**src/hdl/lutf8_pkg.sv**
```systemverilog
// Shared types and constants for the lenient UTF-8 decoder.
`default_nettype none
package lutf8_pkg;

	localparam int unsigned CP_W      = 21;
	localparam int unsigned BYTE_W    = 8;
	localparam int unsigned EXP_W     = 2;
	localparam int unsigned QDEPTH    = 4;
	localparam int unsigned QPTR_W    = $clog2(QDEPTH);
	localparam int unsigned QCNT_W    = $clog2(QDEPTH + 1);

	localparam logic [1:0] CONT_TAG   = 2'b10;
	localparam logic [7:0] LEAD4_MIN  = 8'hf0;
	localparam logic [7:0] LEAD3_MIN  = 8'he0;
	localparam logic [5:0] CONT_MASK  = 6'h3f;
	localparam logic [6:0] ASCII_MASK = 7'h7f;

	typedef struct packed {
		logic [CP_W-1:0] code_point;
		logic            last_of_run;
	} result_t;

endpackage
`default_nettype wire

```
**src/hdl/lenient_utf8_decoder_core.sv**
```systemverilog
// Lenient streaming UTF-8 decoder: bytes in, code points out through a result queue.
`default_nettype none
// One byte is taken per cycle whenever the result queue has room for two results;
// each accepted byte is decoded in the same cycle and its zero, one or two code
// points are written into a four-entry result queue, which delivers one code point
// per cycle while out_ready is high. The output side therefore sets the sustained
// rate: one byte per cycle while bytes give at most one result each, and one result
// per cycle when an early-ended sequence makes a byte give two. A stray continuation
// byte gives no result, and a zero byte flushes any pending, possibly short, value.
module lenient_utf8_decoder_core
	import lutf8_pkg::*;
(
	input  wire                   clk,
	input  wire                   arst_n,
	input  wire                   in_valid,
	output logic                  in_ready,
	input  wire  [BYTE_W-1:0]     text_byte,
	output logic                  out_valid,
	input  wire                   out_ready,
	output logic [CP_W-1:0]       code_point,
	output logic                  last_of_run
);

	logic [CP_W-1:0]   pv_q;
	logic [EXP_W-1:0]  exp_q;
	logic [CP_W-1:0]   pv_d;
	logic [EXP_W-1:0]  exp_d;

	result_t           queue_q [QDEPTH];
	logic [QPTR_W-1:0] wr_q;
	logic [QPTR_W-1:0] rd_q;
	logic [QCNT_W-1:0] cnt_q;

	logic              in_fire;
	logic              out_fire;
	logic [1:0]        push_n;
	result_t           res0;
	result_t           res1;
	logic [EXP_W-1:0]  extra;
	logic [CP_W-1:0]   shifted;
	logic [EXP_W-1:0]  exp_dec;
	logic [QPTR_W-1:0] wr_next;

	assign in_ready  = (cnt_q <= QCNT_W'(QDEPTH - 2));
	assign in_fire   = in_valid && in_ready;
	assign out_valid = (cnt_q != '0);
	assign out_fire  = out_valid && out_ready;
	assign code_point  = queue_q[rd_q].code_point;
	assign last_of_run = queue_q[rd_q].last_of_run;

	assign shifted = {pv_q[CP_W-7:0], text_byte[5:0] & CONT_MASK};
	assign exp_dec = exp_q - EXP_W'(1);
	assign wr_next = wr_q + QPTR_W'(1);

	always_comb begin
		if (text_byte >= LEAD4_MIN) begin
			extra = 2'd3;
		end else if (text_byte >= LEAD3_MIN) begin
			extra = 2'd2;
		end else begin
			extra = 2'd1;
		end
	end

	always_comb begin
		pv_d   = pv_q;
		exp_d  = exp_q;
		push_n = 2'd0;
		res0   = '{code_point: pv_q, last_of_run: 1'b0};
		res1   = '{code_point: pv_q, last_of_run: 1'b1};
		if (text_byte[7:6] == CONT_TAG) begin
			if (exp_q != '0) begin
				exp_d = exp_dec;
				if (exp_dec == '0) begin
					res0   = '{code_point: shifted, last_of_run: 1'b1};
					push_n = 2'd1;
					pv_d   = '0;
				end else begin
					pv_d = shifted;
				end
			end
		end else begin
			pv_d  = '0;
			exp_d = '0;
			if (text_byte == '0) begin
				res0.last_of_run = 1'b1;
				push_n = (exp_q != '0) ? 2'd1 : 2'd0;
			end else if (!text_byte[7]) begin
				if (exp_q != '0) begin
					push_n = 2'd2;
					res1   = '{code_point: CP_W'(text_byte[6:0] & ASCII_MASK),
						last_of_run: 1'b1};
				end else begin
					push_n = 2'd1;
					res0   = '{code_point: CP_W'(text_byte[6:0] & ASCII_MASK),
						last_of_run: 1'b1};
				end
			end else begin
				res0.last_of_run = 1'b1;
				push_n = (exp_q != '0) ? 2'd1 : 2'd0;
				pv_d   = CP_W'(text_byte[5:0] & (CONT_MASK >> extra));
				exp_d  = extra;
			end
		end
	end

	always_ff @(posedge clk or negedge arst_n) begin
		if (!arst_n) begin
			pv_q  <= '0;
			exp_q <= '0;
			wr_q  <= '0;
			rd_q  <= '0;
			cnt_q <= '0;
		end else begin
			if (in_fire) begin
				pv_q  <= pv_d;
				exp_q <= exp_d;
				wr_q  <= wr_q + QPTR_W'(push_n);
			end
			if (out_fire) begin
				rd_q <= rd_q + QPTR_W'(1);
			end
			cnt_q <= cnt_q + QCNT_W'(in_fire ? push_n : 2'd0) - QCNT_W'(out_fire);
		end
	end

	always_ff @(posedge clk) begin
		if (in_fire && push_n != 2'd0) begin
			queue_q[wr_q] <= res0;
		end
		if (in_fire && push_n == 2'd2) begin
			queue_q[wr_next] <= res1;
		end
	end

	a_cnt_bound: assert property (@(posedge clk) disable iff (!arst_n)
		cnt_q <= QCNT_W'(QDEPTH))
		else $error("result queue count out of range");

	a_idle_clear: assert property (@(posedge clk) disable iff (!arst_n)
		exp_q == '0 |-> pv_q == '0)
		else $error("partial value held with nothing pending");

	a_zero_flush: assert property (@(posedge clk) disable iff (!arst_n)
		in_fire && text_byte == '0 |=> exp_q == '0)
		else $error("zero byte did not flush pending sequence");

	a_lead_pend: assert property (@(posedge clk) disable iff (!arst_n)
		in_fire && text_byte[7:6] == 2'b11 |=> exp_q != '0)
		else $error("lead byte did not start a sequence");

	a_ptr_sync: assert property (@(posedge clk) disable iff (!arst_n)
		QPTR_W'(wr_q - rd_q) == QPTR_W'(cnt_q))
		else $error("queue pointers disagree with count");

endmodule
`default_nettype wire

```
**config.mk**
```make
export PLATFORM = sky130hd
export DESIGN_NAME = lenient_utf8_decoder_core
export DESIGN_NICKNAME = d
export VERILOG_FILES = /design/src/hdl/lutf8_pkg.sv /design/src/hdl/lenient_utf8_decoder_core.sv
export SDC_FILE = /design/constraint.sdc
export NUM_CORES = 1
export LEC_CHECK = 0
export BUFFER_PORTS_ARGS = -buffer_cell sky130_fd_sc_hd__buf_2
export CORE_MARGIN = 2
export CORE_UTILIZATION = 45
export DETAILED_ROUTE_END_ITERATION = 12
export SLEW_MARGIN = 20
export SYNTH_ARGS = -nofsm -noshare
export SYNTH_HDL_FRONTEND = slang
export SYNTH_SLANG_ARGS = --single-unit
export TNS_END_PERCENT = 1
```
**constraint.sdc**
```tcl
create_clock -name clk -period 6.5 [get_ports clk]
set_input_delay 0.975 -clock clk [delete_from_list [all_inputs] [get_ports clk]]
set_output_delay 0.975 -clock clk [all_outputs]
set_load 0.005 [all_outputs]
```
== Word level (Yosys, flattened, before mapping) ==
Memory sizes are Yosys's and may differ from the RTL's.
Index checks and enable logic that the tools add are counted.

* Memory bits (writable): 88
* Output and inout port bits: 24
* Bits in registers: 30
* Memories: 1
* Input bits: 12

* Muxes and demuxes: 35
* Add/subtract/negate cells: 6
* Equality and inequality tests: 3
* Bitwise operators: 1
* Reduce and logical (&&, ||, !) cells: 10
* Shifts and indexed selects: 1
* $lt $le $gt $ge: 3

{| class="wikitable"
|+ Memory list
! memory !! depth !! width !! rd ports !! clocked after Yosys merged registers in !! write ports !! RTL line !! text
|-
| queue_q || 4 || 22 || 1 || 0 || 2 || lenient_utf8_decoder_core.sv:29 || <nowiki>result_t queue_q [QDEPTH];</nowiki>
|}

{| class="wikitable"
|+ Operator list
! kind !! count
|-
| $mux W22 || 8
|-
| $mux W21 || 7
|-
| $mux W2 || 11
|-
| $and A6 B21 Y21 || 1
|-
| $shr A6 B2 Y21 const A || 1
|-
| $ge A8 B8 Y1 const B || 2
|-
| $mux W1 || 9
|-
| $logic_not A8 Y1 || 1
|-
| $add A2 B1 Y2 const B || 2
|-
| $eq A2 B2 Y1 const B || 2
|-
| $logic_and A1 B1 Y1 || 4
|-
| $reduce_bool A2 Y1 || 2
|-
| $add A3 B2 Y3 || 1
|-
| $le A3 B2 Y1 const B || 1
|-
| $reduce_bool A3 Y1 || 1
|-
| $sub A3 B1 Y3 || 1
|-
| $add A2 B2 Y2 || 1
|-
| $logic_not A2 Y1 || 1
|-
| $ne A2 B1 Y1 const B || 1
|-
| $reduce_and A2 Y1 || 1
|-
| $sub A2 B1 Y2 const B || 1
|}

== Logic depth before layout (Yosys ltp) ==
Gate-level depths: netlist of the first run.

* Word-level depth: 9
* Depth in mapped cells: 13
* Depth with buffers taken out: 13

== Least setup slack after synthesis of the first run ==
No wires, ideal clock.

* Path kind: input to register
* From: input port text_byte[7]
* To: memory queue_q[0][10] in the netlist's numbering, enable pin
* Path slack: 3.092 ns
* Setup time: 0.402 ns
* Data arrival time: 3.006 ns
* Cell stages on the path: 9
* Buffers on the path: 2
* Data required time: 6.098 ns
* Path through: buf_2 -> inv_2 -> ha_1 -> or3b_2 -> nand4_1 -> nor3_1 -> nand2_1 -> buf_2 -> nand2_1

{| class="wikitable"
|+ RTL lines
! element !! RTL line !! text
|-
| start: declaration || lenient_utf8_decoder_core.sv:17 || <nowiki>input wire [BYTE_W-1:0] text_byte,</nowiki>
|-
| end: declaration || lenient_utf8_decoder_core.sv:29 ||
|}

==> results of run 1 <==
==> per-stage QoR <==
| stage | hold WS [ps] | utilization, % |
|---|---|---|
| 2_1_floorplan | 431 | - |
| 3_3_place_gp | 446 | 47.8 |
| 3_5_place_dp | 449 | 47.8 |
| 4_1_cts | 458 | 52.2 |
| 5_1_grt | 476 | 52.3 |
| 6_report | 458 | 52.3 |
==> power breakdown <==
group	total, uW	internal [uW]	switching (uW)	leakage [uW]
registers	1070	928	138	0.00121
clock network	912	562	350	0.000265
logic	840	366	473	0.000887
==> per-layer routing <==
layer | global-route usage, % | up-vias | routed length, um
met5 | 0 | - | 0
met4 | 7.35 | 0 | 222
met3 | 6.51 | 20 | 1120
met2 | 31.3 | 185 | 6730
met1 | 34.3 | 2193 | 7060
li1 | - | 2014 | -
==> critical path: stages (launching register included) <==
cell,delay (ps)
dfrtp_1,410
inv_1,90
ha_1,300
inv_2,100
ha_1,330
or3b_2,490
nand4_1,190
nor2_1,70
nand2_1,460
nand2_1,750
==> cells in the final DEF, fill, tap and decap left out, drive strengths merged, types with 2 or more instances in the layout <==
cell type,instances
a21o,14
a21oi,6
a22o,24
a31oi,2
and2,2
buf,38
bufinv,2
clkbuf,17
clkinv,5
clkinvlp,6
dfrtp,30
dfxtp,4
edfxtp,84
ha,8
inv,13
mux2i,2
mux4,22
nand2,104
nand2b,4
nand3,11
nand3b,2
nand4,4
nor2,12
nor3,3
o211a,2
o21ai,30
o22ai,66
o32ai,2
or3,3
or3b,2
xnor2,4
xor2,2
==> sequential cells by signal, indices dropped and copies added, names as in the netlist <==
name and count:
queue_q 88, pv_q 21, cnt_q 3, exp_q 2, rd_q 2, wr_q 2
==> kinds of logic after synthesis <==
group                      count (synthesis)  synth area share, %
and+or+nand+nor                          153                 12.1
adders and majority gates                  9                 1.99
DFF                                      118                 55.5
muxes                                     25                 8.72
AOI/OAI and AO/OA                        152                 17.6
xor gates and xnor gates                   6                0.870
buffers and inverters                     43                 3.17
==> area by class of cell <==
cell class | instances | area (sq um) | area share, %
flip-flops and latches | 118 | 3350 | 48.6
inverters | 11 | 41.3 | 0.598
repair buffers | 38 | 205 | 2.97
clock inverters | 15 | 154 | 2.23
clock buffers | 17 | 425 | 6.17
multi-input cells | 345 | 2500 | 36.2
well taps | 176 | 220 | 3.19
==> how the worst min path moves through the flow <==
stage	end	startpoint	slack, ps
global placement	queue_q[1][0]	queue_q[1][0]	450
detailed placement	queue_q[1][0]	queue_q[1][0]	450
finish	queue_q[1][0]	queue_q[1][0]	460
global route	queue_q[1][0]	queue_q[1][0]	480
floorplan	queue_q[1][0]	queue_q[1][0]	430
CTS	queue_q[1][0]	queue_q[1][0]	460
==> cells in the mapped netlist, drive strengths merged (3+ instances only) <==
cell type and n:
a21o 14, a21oi 6, a22o 24, buf 20, clkbuf 12, dfrtp 30, dfxtp 4, edfxtp 84
ha 8, inv 11, mux4 22, nand2 104, nand2b 4, nand3 11, nand4 4, nor2 12
nor3 3, o21ai 30, o22ai 66, or3 3, xnor2 4
==> impl_metrics.ini, run 1 <==
[grt]
gr-total-overflow = 0
track_usage_pct = 22.7
grt_pass1_vias = 4234
grt_pass1_wl_um = 24000
grt_max_degree = 31
antenna_found_initial = 0

[drt]
drt-total-wl_um = 15100
routedWlPerCell_um = 21.0
drtPass1Iterations = 5
via_per_inst = 6.13
drtIter0Drc = 528
drc_errors = 0
route.vias.total = 4412
antenna_left = 0

[die]
io_pins = 36
dieArea_sq_um = 14400
die_x_um = 120
start_util_pct = 45.8
die_h_um = 120
num_rows = 42
fp.coreArea_sq_um = 13200

[worst_setup_path]
r2r_slack_ps = 2780
startpoint = exp_q[0]
critPathCaptureType = register
worstPathArrival_ps = 3660
worstSetupStartpointType = register
timing.rr.start = exp_q[0]
reg2reg_to = queue_q[1][1]
path_max_fanout = 21
endpoint = queue_q[1][1]
critPathKind = register to register
required_ps = 6430
r2r_cells = 9

[placement]
routabilityCongestion = 0.942
port_buffers = 35
placedCellCount = 687
post_dp_cell_area_sq_um = 6300
pre_cts_ws_ps = 2360
hpwl_um = 10600

[sta]
hold_violations = 0
rsz0062_at_grt = no
setup_viol = 0
drv_slew = 0
fin_setup_tns_ps = 0
slew_headroom_pct = 26.5
layout_min_cycle_time_ps = 3720
fmax_mhz = 269
worst_pin_slew_ps = 1100
clock_skew_ps = 14.6
timing.final.crit_share_pct = 57.3
fin_ws_ps = 2780

[cts]
cts_buffers = 17
ctsResizeCount = 0
cts.htree.levels = 4
cts_setup_buffers = 0
cts-root-buf = clkbuf_16
worstSkewPairLatency_ps = 430
ctsHoldBuffers = 0
cts_tree = done
clockBufferDepth = 2
clk_pin_slew_ps = 60
cts.sinks = 118

[yosys]
yosys_warnings = 0
syn_area_per_cell_sq_um = 11.9
synth_edf_count = 84
netlist_instances = 506
synthesis.area_sq_um = 6040
synthTopCellsByArea = edfxtp_1 42%, dfrtp_1 12%, mux4_2 8.2%, nand2_1 6.5%, o22ai_1 6.3%
mappedNetlistNets = 527
synth_top_cell_area_share_pct = 41.8
yosysTopAreaCell = edfxtp_1
synthDistinctLibCells = 53
synthFlopType = edfxtp_1
ys_seq_area_share_pct = 55.5
synth-seq-cells = 118
async_reset_ff_share_pct = 25.4

[status]
status = complete, no violations

[power]
leakage_uw = 0.00236
p_total_uw = 2820
powerDensity_nw_per_um2 = 408
irDropWorstVdd_uv = 217

[layout]
antenna_cells = 0
fill_cells = 1152
final_area_sq_um = 6900
areaGrowthSynthToFinish_pct = 14.2
final_nets = 552
layout.cells.non_filler = 720
drive_above_1_share_pct = 20.0

[run]
maxCapViolCount = 0

[worst_hold_path]
hold_class = register to register
whs_path_depth = 2
Power figures use the tool's default switching activity.
==> run 2: changes to the inputs <==
==> constraint.sdc (replaced) <==
create_clock -name clk -period 3.3 [get_ports clk]
set_input_delay 0.495 -clock clk [delete_from_list [all_inputs] [get_ports clk]]
set_output_delay 0.495 -clock clk [all_outputs]
set_load 0.005 [all_outputs]
==> run 2 against run 1 <==
Against the previous run:
- setup slack worse by 2400 ps
- critical path type unchanged
- first-iteration DRC count down 1.5%
- clock-buffer cell count up 4
- critical path depth down 1
- sequential cell count unchanged
- via count up 2.2%
- clock power up 110%
- wire length up 1.8%
- largest cell class unchanged
- global-route usage up 0.44 points
- clock skew down 4.1 ps
- power up 100%
==> impl_metrics.ini, run 2 (synthesis results as in run 1) <==
[status]
status = complete, no violations

[grt]
grt_max_degree = 31
grt_pass1_wl_um = 24800
grt_pass1_vias = 4445
gr-total-overflow = 0
track_usage_pct = 23.1
antenna_found_initial = 0

[cts]
cts.htree.levels = 4
cts_setup_buffers = 0
clockBufferDepth = 2
cts-root-buf = clkbuf_16
ctsResizeCount = 0
cts.sinks = 118
ctsHoldBuffers = 0
worstSkewPairLatency_ps = 420
cts_tree = done
cts_buffers = 17
clk_pin_slew_ps = 60

[sta]
fin_setup_tns_ps = 0
worst_pin_slew_ps = 756
slew_headroom_pct = 49.6
rsz0062_at_grt = no
hold_violations = 0
layout_min_cycle_time_ps = 2870
drv_slew = 0
timing.final.crit_share_pct = 87.1
fmax_mhz = 348
fin_ws_ps = 425
setup_viol = 0
clock_skew_ps = 10.5

[die]
num_rows = 42
fp.coreArea_sq_um = 13200
dieArea_sq_um = 14400
die_x_um = 120
io_pins = 36
start_util_pct = 45.8
die_h_um = 120

[layout]
final_util_pct = 53.7
layout_commonest_cell = nand2_1
largestRegisters = queue_q: 88 flops, pv_q: 21 flops, cnt_q: 3 flops
final_nets = 574
largest-register = queue_q
antenna_cells = 0
largest_reg_flops = 88
layout.cells.non_filler = 742
drive_above_1_share_pct = 22.3
final_cell_mix = 104 x nand2_1, 84 x edfxtp_1, 61 x o22ai_1, 35 x buf_2, 30 x dfrtp_1
areaGrowthSynthToFinish_pct = 17.3

[drt]
route.vias.total = 4509
antenna_left = 0
drc_errors = 0
via_per_inst = 6.08
routedWlPerCell_um = 20.8
drt-total-wl_um = 15400
drtIter0Drc = 520
drtPass1Iterations = 5

[worst_setup_path]
critPathCaptureType = register
worstSetupStartpointType = register
path_max_fanout = 9
critPathKind = register to register
worstPathArrival_ps = 3150
required_ps = 3580

[power]
powerDensity_nw_per_um2 = 806
leakage_uw = 0.00249
p_total_uw = 5710
irDropWorstVdd_uv = 373

[run]
maxCapViolCount = 0

[placement]
port_buffers = 35
placedCellCount = 710
pre_cts_ws_ps = 448
hpwl_um = 10100
routabilityCongestion = 0.907

[worst_hold_path]
hold_class = input port to asynchronous set/reset pin
[run 2: cell types whose count changed in the layout (fill, tap and decap cells not counted), moves of 2 or more]
cell / previous run / this run
buf_4: 2 / 24
clkinvlp_4: 6 / 0
clkbuf_1: 0 / 4
bufinv_16: 2 / 4
clkinv_2: 2 / 4
inv_6: 2 / 0
[run 2: where the power goes]
part           switching (uW)  internal (uW)  total [uW]
registers                 243           1820        2070
clock network             643           1250        1890
logic                     983            768        1750
[run 2: routing by layer]
metal	track usage (%)	up-vias	wire length (um)
li1	-	2056	-
met1	31.7	2217	6690
met2	36.6	210	7380
met3	4.37	26	1020
met4	9.04	0	323
met5	0	-	0
[run 2: layout make-up]
type,count,area (sq um)
Sequential cell,118,3350
Inverter,11,41.3
Multi-Input combinational cell,345,2500
Fill cell,1118,6100
Clock inverter,11,156
Timing Repair Buffer,60,375
Tap cell,176,220
Clock buffer,21,440
[run 2: path summary, 6_finish.rpt]
| check | to | cells past startpoint | slack, ps | start |
|---|---|---|---|---|
| worst max-delay path | queue_q[3][2] | 8 | 430 | exp_q[0] |
| worst min register to register | queue_q[1][0] | 2 | 460 | queue_q[1][0] |
| worst max register to register | queue_q[3][2] | 8 | 430 | exp_q[0] |
| min in group clk | pv_q[2] | 3 | 400 | text_byte[2] |
| max in group asynchronous | pv_q[20] | 1 | 2660 | arst_n |
| worst min-delay path | exp_q[0] | 1 | 150 | arst_n |
[run 2: critical path, cell delays in order (launching register included)]
cell	delay [ps]
dfrtp_1	410
inv_1	90
ha_1	280
inv_2	90
ha_1	330
and3b_1	500
nand3b_4	230
o22ai_1	560
a22o_1	240
[run 2: per-stage QoR]
stage / area [sq um] / hold slack (ps)
3_3_place_gp: 6490 / 455
6_report: 7090 / 146
2_1_floorplan: 6040 / 199
5_1_grt: 7090 / 189
4_1_cts: 7090 / 156
3_5_place_dp: 6490 / 450
